`src/design/mpsp_pkg.sv`:
```
package mpsp_pkg;

  localparam int MemDepth = 65536;
  localparam int MemAw = $clog2(MemDepth);
  localparam int Channels = 32;
  localparam int ChW = (Channels > 1) ? $clog2(Channels) : 1;
  localparam logic [17:0] StepConst = 18'd176384;

  localparam logic [1:0] MODE_WRITE = 2'd0;
  localparam logic [1:0] MODE_READ  = 2'd1;
  localparam logic [1:0] MODE_TICK  = 2'd2;
  localparam logic [1:0] MODE_LOAD  = 2'd3;

  localparam logic [4:0] REG_START_HI = 5'd0;
  localparam logic [4:0] REG_START_LO = 5'd1;
  localparam logic [4:0] REG_PITCH    = 5'd2;
  localparam logic [4:0] REG_END_LO   = 5'd3;
  localparam logic [4:0] REG_END_HI   = 5'd4;

  localparam logic CFG_OUTPUT_RATE = 1'b0;
  localparam logic CFG_ROM_WORDS   = 1'b1;

  typedef enum logic [2:0] {
    ST_IDLE,
    ST_DIV,
    ST_CH_READ,
    ST_CH_ACC,
    ST_DONE
  } state_t;

  typedef struct packed {
    logic div_start;
    logic div_commit;
    logic ch_clear;
    logic ch_read;
    logic ch_update;
    logic sum_clear;
    logic emit_tick;
  } ctrl_t;

  typedef struct packed {
    logic div_done;
    logic ch_last;
  } stat_t;

endpackage

```
`src/design/mpsp_ctrl.sv`:
```
module mpsp_ctrl
  import mpsp_pkg::*;
(
  input  logic   clk,
  input  logic   rst,
  input  logic   start,
  input  logic   pitch_write,
  input  logic   tick,
  input  stat_t  stat,
  output logic   busy,
  output ctrl_t  ctrl
);

  state_t state, state_next;

  always_ff @(posedge clk) begin
    if (rst) begin
      state <= ST_IDLE;
    end else begin
      state <= state_next;
    end
  end

  always_comb begin
    state_next = state;
    ctrl = '0;
    busy = (state != ST_IDLE);
    unique case (state)
      ST_IDLE: begin
        if (start && pitch_write) begin
          ctrl.div_start = 1'b1;
          state_next = ST_DIV;
        end else if (start && tick) begin
          ctrl.ch_clear = 1'b1;
          ctrl.sum_clear = 1'b1;
          state_next = ST_CH_READ;
        end
      end
      ST_DIV: begin
        if (stat.div_done) begin
          ctrl.div_commit = 1'b1;
          state_next = ST_IDLE;
        end
      end
      ST_CH_READ: begin
        ctrl.ch_read = 1'b1;
        state_next = ST_CH_ACC;
      end
      ST_CH_ACC: begin
        ctrl.ch_update = 1'b1;
        state_next = stat.ch_last ? ST_DONE : ST_CH_READ;
      end
      ST_DONE: begin
        ctrl.emit_tick = 1'b1;
        state_next = ST_IDLE;
      end
      default: state_next = ST_IDLE;
    endcase
  end

endmodule

```
`config.mk`:
```
export PLATFORM = sky130hd
export DESIGN_NAME = mpsp_ctrl
export DESIGN_NICKNAME = d
export VERILOG_FILES = /design/src/design/mpsp_pkg.sv /design/src/design/mpsp_ctrl.sv
export SDC_FILE = /design/constraint.sdc
export NUM_CORES = 1
export LEC_CHECK = 0
export BUFFER_PORTS_ARGS = -buffer_cell sky130_fd_sc_hd__buf_4
export CELL_PAD_IN_SITES_DETAIL_PLACEMENT = 0
export CELL_PAD_IN_SITES_GLOBAL_PLACEMENT = 1
export CORE_AREA = 3 3 40 42
export CTS_BUF_LIST = sky130_fd_sc_hd__clkbuf_16
export CTS_CLUSTER_SIZE = 16
export DETAILED_ROUTE_END_ITERATION = 6
export DIE_AREA = 0 0 43 45
export PLACE_DENSITY_LB_ADDON = 0.15
export SETUP_SLACK_MARGIN = 0.15
export SLEW_MARGIN = 20
export SYNTH_ARGS = -nofsm -noshare
export SYNTH_HDL_FRONTEND = slang
export SYNTH_SLANG_ARGS = --single-unit
```
`constraint.sdc`:
```
create_clock -name clk -period 1.8 [get_ports clk]
set_clock_uncertainty 0.2 [all_clocks]
set_input_delay 0.18 -clock clk [delete_from_list [all_inputs] [get_ports clk]]
set_output_delay 0.18 -clock clk [all_outputs]
set_load 0.01 [all_outputs]
```
# Word-level counts from Yosys, hierarchy flattened
# Cells that the tools add are included.
[op_classes]
n_eq_ne = 6
n_reduce_logical = 5
mux = 15
[ops]
columns = ["operator", "n"]
rows = [
  ["3-bit 2-to-1 mux", 4],
  ["3-bit one-hot mux with 4 select lines", 1],
  ["1-bit 2-to-1 mux", 10],
  ["3-bit by 2-bit == test with 1-bit output (second input constant)", 2],
  ["3-bit by 1-bit == test with 1-bit output (second input constant)", 1],
  ["3-bit == test (second input constant)", 1],
  ["3-bit zero test", 1],
  ["3-bit inequality test (second input constant)", 1],
  ["3-bit nonzero test", 1],
  ["1-bit logical AND", 2],
  ["2-bit inequality test (second input constant)", 1],
  ["2-bit AND reduction", 1],
]
[word_totals]
input_bits = 7
word_cells = 27
regBits = 3
output_inout_bits = 8

# Depth between registers and ports, before layout
# Gate-level depths: netlist of run 1.
[logic_depth]
depth_word = 4
mapped_depth = 4
depth_no_buf = 2

# Worst setup path after synthesis of run 1
# Ideal clock, no wire load.
[synth_path]
path_type = "register to output"
from = "register state[0]"
to = "output port ctrl[4] (netlist name)"
n_path_buf = 2
path_stages_with_launch = 5
arrival_time_ns = 1.249
setup_slack_ns = 0.171
cell_sequence = "dfxtp_1 -> buf_6 -> or3_4 -> nor3_2 -> buf_4"
[synth_rtl]
columns = ["element", "line", "source"]
rows = [
  ["start: declaration", "mpsp_ctrl.sv:14", "state_t state, state_next;"],
  ["start signal: assignment", "mpsp_ctrl.sv:20", "state <= state_next;"],
  ["end: declaration", "mpsp_ctrl.sv:11", "output ctrl_t ctrl"],
]

==> results.cfg, run 1 <==
[synth]
ys_ff_latch = 3
postSynthCellCount = 22
synth_fp_nets = 29
ys.flop_type = dfxtp_1
syn-cell-area_sq_um = 205
yosysSeqAreaShare_pct = 29.3
synth-async-reset-ratio_pct = 0
ys_types = 17
synth.avg_cell_area_sq_um = 9.33
ys_warn_count = 0
synth_edf_count = 0

[clock_network]
clock_latency_ns = 0.22
clock_path_buffers = 2
cts_root_buffer = clkbuf_16
hold_buffers = 0
cts_tree = done
clk_pin_slew_worst_paths_ns = 0.03
htreeDepth = 1
cts_sinks = 3
numCtsBuffers = 3

[pwr]
p_leak_uw = 0.000206
cellPowerDensity_nw_per_um2 = 1130
peakVddDrop_mv = 0.486

[global_routing]
overflow = 0
met3_usage_pct = 3.59
grt_max_degree = 10
grt_pass1_vias = 255
grt.busiest_layer = met2
grt.met2_usage_pct = 12.6
antenna_found_initial = 0
met1_usage_pct = 8.89
grt_usage_pct = 7.82
grt_pass1_wl_mm = 1.12

[sta]
fin_hold_ws_ns = 0.0279
hold_viol = 0
setup_viol = 0
slew_headroom_pct = 84.4
fin_crit_sh_pct = 92.8
final-max-slew-violation-count = 0
period_needed_ns = 1.67
worst_pin_slew_ns = 0.230
fmax_mhz = 599
tns_ns = 0
rsz0062_at_grt = true

[die]
start_util_pct = 16.0
core_region_area_sq_um = 1280
dieWidth_um = 43
rows = 13
fp.dieH_um = 45
dieArea_sq_um = 1940
ios = 15

[setup_path]
critical_path_class = flop to output pin
arrival_ns = 1.29
r2r_slack_ns = 0.57
critPathLaunchType = flop
required_ns = 1.42
critPathMaxFanout = 3
critPathBufInv = 1
cp_slowest_cell = or3_4
crit_chain = or3_4 > nor3_4 > buf_4
path_delay_family = simple AND/OR/NAND/NOR gates
cpPeakStageDelay_ns = 0.40
end_kind = output pin

[final_layout]
reg_top3 = state: 3 flops
nets = 48
diodes = 0
layout-drive-gt1-share_pct = 62.5
largest_reg_flops = 3
fillCellCount = 145
syn_to_final_growth_pct = 106
max_flop_register = state

[detailed_routing]
vias = 237
drc = 0
first_pass_iters = 2
drt_iter0_drc = 1
routed_wl_um = 586
wl_per_cell_um = 10.7
vias_per_cell = 4.31
antenna_left = 0

[placement]
gp_congestion = 0.720
io_buffers = 14

[outcome]
outcome = complete, no violations

[flow_run]
drv_cap = 0

[min_path]
min_path_type = input port to flop
[cell usage after synthesis, types with 2 or more instances]
master	instances	share of area [%]
dfxtp_1	3	29
nor2_1	2	3.7
nand2_1	2	3.7
nor3b_1	2	7.3
[power breakdown]
part           total [uW]  internal (uW)  switching [uW]
clock                 342            286            56.3
combinational        63.4           36.9            26.5
sequential           73.0           69.5            3.54
[per-stage QoR]
step | std cells | power (uW) | setup WS [ns] | cell area [sq um] | util, %
2_1_floorplan | 22 | 108 | 0.171 | 205 | -
3_3_place_gp | 49 | 132 | 0.310 | 310 | 24.1
3_5_place_dp | 49 | 133 | 0.276 | 310 | 24.1
4_1_cts | 55 | 488 | 0.115 | 423 | 32.9
5_1_grt | 55 | 506 | 0.0813 | 423 | 32.9
6_report | 55 | 479 | 0.129 | 423 | 32.9
[routing by layer]
| layer | wire length [um] | share of wire [%] |
|---|---|---|
| met5 | 0 | 0 |
| met4 | 0 | 0 |
| met3 | 43 | 7.3 |
| met2 | 305 | 52 |
| met1 | 238 | 41 |
[cells in the final DEF (no fill, tap or decap), types with 2 or more instances in the layout]
cell,count
buf_4,15
nor2_1,2
nand2_1,2
nor3b_1,2
dfxtp_4,2
clkbuf_16,3
[worst min-delay path, delay by kind of cell]
kind | cells | cell delay, ns
AO/OA/AOI/OAI | 1 | 0.10
buffers and inverters | 1 | 0.08
AND/OR/NAND/NOR | 1 | 0.05
[final cells by class]
type	count	area [sq um]	area share, %
sequential	3	68.8	16.3
clock inverter	1	3.75	0.888
clock buffer	3	75.1	17.8
tap	15	18.8	4.44
multi-input combinational	17	133	31.4
timing repair buffer	16	124	29.3
[logic make-up (layout without fill, tap and decap cells)]
kind of cell    count (synthesis)  count (layout)  synth area share (%)
flops                           3               3                  29.3
simple gates                   13              13                  47.6
buf+inv                         2              20                  9.15
compound gates                  4               4                  14.0
[path summary, 6_finish.rpt]
path	endpoint	start	cells after the start
worst max-delay path	ctrl[4]	state[2]	3
worst min-delay path	state[1]	rst	3
worst max register to register	state[0]	state[0]	3
worst min register to register	state[2]	state[1]	1
[timing repair]
action,in CTS,in global routing
gates resized for setup,7,0
setup buffers,2,0
endpoints found under the setup margin,3,2
pin swaps,1,0
endpoints found under the hold margin,0,0
Note: power is estimated with default switching activity, not from simulation.
==> run 2: changes to the inputs <==
Settings changed: ABC_AREA set to 1.
==> results.cfg, run 2 <==
[final_layout]
nets = 66
fillCellCount = 147
multiInputGateArea_sq_um = 111
regArea_sq_um = 61.3
diodes = 0
layout_common_cells = buf_4, nand2_1, inv_1
layout-drive-gt1-share_pct = 36.2
layout_commonest_cell = buf_4
reg_top3 = state: 3 flops
max_flop_register = state
syn_to_final_growth_pct = 100
largest_reg_flops = 3

[detailed_routing]
routed_wl_um = 619
vias_per_cell = 3.96
antenna_left = 0
vias = 289
drt_iter0_drc = 1
drc = 0
wl_per_cell_um = 8.48
first_pass_iters = 2

[global_routing]
grt_pass1_wl_mm = 1.08
grt_pass1_vias = 300
antenna_found_initial = 0
overflow = 0
grt_usage_pct = 7.90
grt_max_degree = 6

[pwr]
p_sw_uw = 131
cellPowerDensity_nw_per_um2 = 1260
pwr-share-clk_pct = 63.5
p_seq_share_pct = 15.2
p_leak_uw = 0.000259
power_uw = 547
peakVddDrop_mv = 0.536
switching_share_pct = 24.0
intPower_uw = 415
comb_power_share_pct = 21.3

[setup_path]
critical_path_class = flop to flop
path_delay_family = buffers and inverters
cp_slowest_cell = dlygate4sd3_1
end_kind = flop
critPathLaunchType = flop
critPathMaxFanout = 4
crit_chain = inv_2 > nor3_2 > nand2_1 > nor2_1 > dlygate4sd3_1
required_ns = 1.76
cpPeakStageDelay_ns = 0.54
arrival_ns = 1.48
critPathBufInv = 2

[synth]
synth.avg_cell_area_sq_um = 5.55
ys_types = 11
synth-async-reset-ratio_pct = 0
ys_warn_count = 0
synth_most_common_cell = nand2_1
yosysSeqAreaShare_pct = 27.7
syn-cell-area_sq_um = 216
postSynthCellCount = 39
netlist_top_cells_count = nand2_1, inv_1, nor2_1, nand3_1, dfxtp_1
synth_fp_nets = 46
ys.flop_type = dfxtp_1
synth_edf_count = 0
yosysTopAreaCellShare_pct = 27.7
ys_top_cells_by_area = dfxtp_1, nand2_1, inv_1
ys_ff_latch = 3
yosys.area.top_type = dfxtp_1

[placement]
place_hpwl_um = 480
io_buffers = 14
gp_congestion = 0.665

[clock_network]
numCtsBuffers = 3
cts_root_buffer = clkbuf_16
htreeDepth = 1
cts_sinks = 3
clock_latency_ns = 0.22
clk_pin_slew_worst_paths_ns = 0.03
clock_path_buffers = 2
cts_tree = done

[sta]
period_needed_ns = 1.51
worst_pin_slew_ns = 0.219
fmax_mhz = 660
final-max-slew-violation-count = 0
setup_viol = 0
slew_headroom_pct = 85.3
tns_ns = 0
hold_viol = 0
fin_crit_sh_pct = 84.1
rsz0062_at_grt = false

[die]
core_region_area_sq_um = 1280
rows = 13
dieArea_sq_um = 1940
ios = 15
dieWidth_um = 43
fp.dieH_um = 45
start_util_pct = 16.8

[flow_run]
drv_cap = 0

[outcome]
outcome = complete, no violations

[min_path]
min_path_type = input port to flop
==> run 2: final timing paths <==
check        startpoint       end  slack (ns)  cells after the start
max            state[0]  state[2]        0.29                      5
min             stat[0]  state[1]        0.16                      6
max reg2reg    state[0]  state[2]        0.29                      5
min reg2reg    state[0]  state[0]        0.43                      4
==> run 2: timing repair <==
action	in CTS	in global routing
hold buffers	2	0
buffers inserted	0	0
endpoints found under the hold margin	2	0
resized for setup	0	1
setup endpoints to repair	0	1
==> run 2: area by class of cell <==
class,instances,area share [%]
Clock inverter,1,0.867
Multi-Input combinational cell,25,25.7
Sequential cell,3,14.2
Clock buffer,3,17.3
Tap cell,15,4.34
Timing Repair Buffer,16,28.9
Inverter,10,8.67
==> run 2: worst min-delay path, cell delays in order <==
cell	delay, ns
buf_4	0.08
nand2_1	0.04
nand2_1	0.06
nand2_1	0.05
nand3_1	0.08
nor2_1	0.04
==> run 2: stage by stage <==
stage | cells | hold slack, ns | setup slack, ns | instance area, sq um | utilization [%]
after floorplan | 39 | 0.0516 | 0.513 | 216 | -
after global placement | 67 | 0.161 | 0.558 | 333 | 25.9
after detailed placement | 67 | 0.161 | 0.555 | 333 | 25.9
after CTS | 73 | 0.149 | 0.228 | 432 | 33.6
after global routing | 73 | 0.182 | 0.173 | 433 | 33.7
final | 73 | 0.159 | 0.286 | 433 | 33.7
==> run 2: power by group through the flow <==
stage | logic (uW) | registers [uW] | clock network [uW]
detailed placement | 116 | 83.1 | 0
global placement | 119 | 83.3 | 0
CTS | 118 | 82.1 | 353
finish | 117 | 82.9 | 347
floorplan | 67.3 | 81.5 | 0
global route | 132 | 83.9 | 364
==> run 2: kinds of logic after synthesis <==
group                  synth area share, %
DFF                                   27.7
and+or+nand+nor                       49.1
AOI/OAI and AO/OA                     2.31
buffers and inverters                 20.8
==> run 2: per-layer routing <==
layer / vias to the layer above / global-route usage (%) / routed length [um]
met1: 126 / 7.21 / 240
met2: 8 / 12.9 / 317
met3: 2 / 2.79 / 42
li1: 153 / - / -
met4: 0 / 9.04 / 19
met5: - / 0 / 0
==> run 3: changes to the inputs <==
Clock period 1.8 ns to 1.44 ns, I/O delays scaled along.
==> results.cfg, run 3 (synthesis gave the netlist of run 2 again) <==
[outcome]
outcome = complete, no violations

[sta]
fin_crit_sh_pct = 94.5
period_needed_ns = 1.36
fmax_mhz = 735
rsz0062_at_grt = true
final-max-slew-violation-count = 0
setup_viol = 0
tns_ns = 0
slew_headroom_pct = 87.2
hold_viol = 0
worst_pin_slew_ns = 0.191

[global_routing]
grt_max_degree = 6
grt_pass1_vias = 299
antenna_found_initial = 0
grt_usage_pct = 8.24
grt_pass1_wl_mm = 1.13
overflow = 0

[clock_network]
cts_sinks = 3
cts_tree = done
htreeDepth = 1
cts_root_buffer = clkbuf_16
clk_pin_slew_worst_paths_ns = 0.03
numCtsBuffers = 3
clock_latency_ns = 0.22
clock_path_buffers = 2

[detailed_routing]
vias_per_cell = 4.13
first_pass_iters = 3
vias = 314
drt_iter0_drc = 3
wl_per_cell_um = 9.01
antenna_left = 0
routed_wl_um = 685
drc = 0

[setup_path]
cp_slowest_cell = dfxtp_4
arrival_ns = 1.02
critPathLaunchType = flop
crit_top_cell = nor2_4
critical_path_class = flop to output pin
path_delay_family = flip-flops
required_ns = 1.10
cpPeakStageDelay_ns = 0.35
end_kind = output pin
critPathBufInv = 1
crit_chain = nor2_4 > nand3_2 > nor2_4 > buf_4
critPathMaxFanout = 3

[die]
ios = 15
fp.dieH_um = 45
dieWidth_um = 43
start_util_pct = 16.8
rows = 13
core_region_area_sq_um = 1280
dieArea_sq_um = 1940

[pwr]
cellPowerDensity_nw_per_um2 = 1440
peakVddDrop_mv = 1.14
p_leak_uw = 0.000285

[final_layout]
multiInputGateArea_sq_um = 161
layout_commonest_cell = buf_4
syn_to_final_growth_pct = 145
instances_no_fill = 76
regArea_sq_um = 71.3
layout-drive-gt1-share_pct = 57.4
diodes = 0
max_flop_register = state
nets = 69
fillCellCount = 128
layout_common_cells = buf_4, nand2_1, inv_1
reg_top3 = state: 3 flops
largest_reg_flops = 3

[placement]
gp_congestion = 0.665
place_hpwl_um = 487
io_buffers = 14
dp_cells = 67

[flow_run]
drv_cap = 0

[min_path]
min_path_type = input port to flop
run 3: metal layers:
layer	vias up	GRT usage (%)	share of wire, %
li1	163	-	-
met1	142	7.93	41
met2	7	13.2	52
met3	2	2.79	4.7
met4	0	9.04	2.6
met5	-	0	0
run 3: metrics by stage:
step                utilization (%)  instance area, sq um  hold slack, ns  total power (uW)  setup WS [ns]
floorplan                         -                   216          0.0156               186          0.189
global placement               25.9                   333           0.125               253          0.234
detailed placement             25.9                   333           0.125               248          0.233
CTS                            36.9                   474           0.124               723         0.0705
global route                   41.3                   531           0.168               807         0.0298
finish                         41.3                   531           0.126               767         0.0787
run 3: worst paths after layout:
path / from / end / slack, ns / cells past startpoint
setup / recovery: state[1] / ctrl[1] / 0.08 / 4
setup reg to reg: state[1] / state[1] / 0.25 / 6
hold reg to reg: state[0] / state[0] / 0.48 / 4
hold / removal: start / state[1] / 0.13 / 5
run 3: area by class of cell:
type | instances | share of cell area (%)
Clock buffer | 3 | 14.2
Clock inverter | 1 | 0.708
Inverter | 10 | 8.49
Multi-Input combinational cell | 25 | 30.4
Sequential cell | 3 | 13.4
Tap cell | 15 | 3.54
Timing Repair Buffer | 19 | 29.2
run 3: worst reg2reg max path: stages, from the launching register on:
cell     delay [ns]
dfxtp_4        0.35
nor2_4         0.12
nand3_2        0.10
buf_4          0.15
nand2_1        0.05
nand3_1        0.08
nor2_1         0.08
run 3: where the power goes:
group	internal (uW)	switching [uW]
clock network	358	79.4
registers	94.8	20.3
logic	109	105
run 3: what timing repair did:
item                                    in CTS  in global routing
endpoints found under the setup margin       8                  8
hold buffers                                 2                  0
setup buffers                                1                  2
cloned                                       0                  0
resized for setup                           13                 12
pin swaps                                    3                  5
endpoints found under the hold margin        3                  0
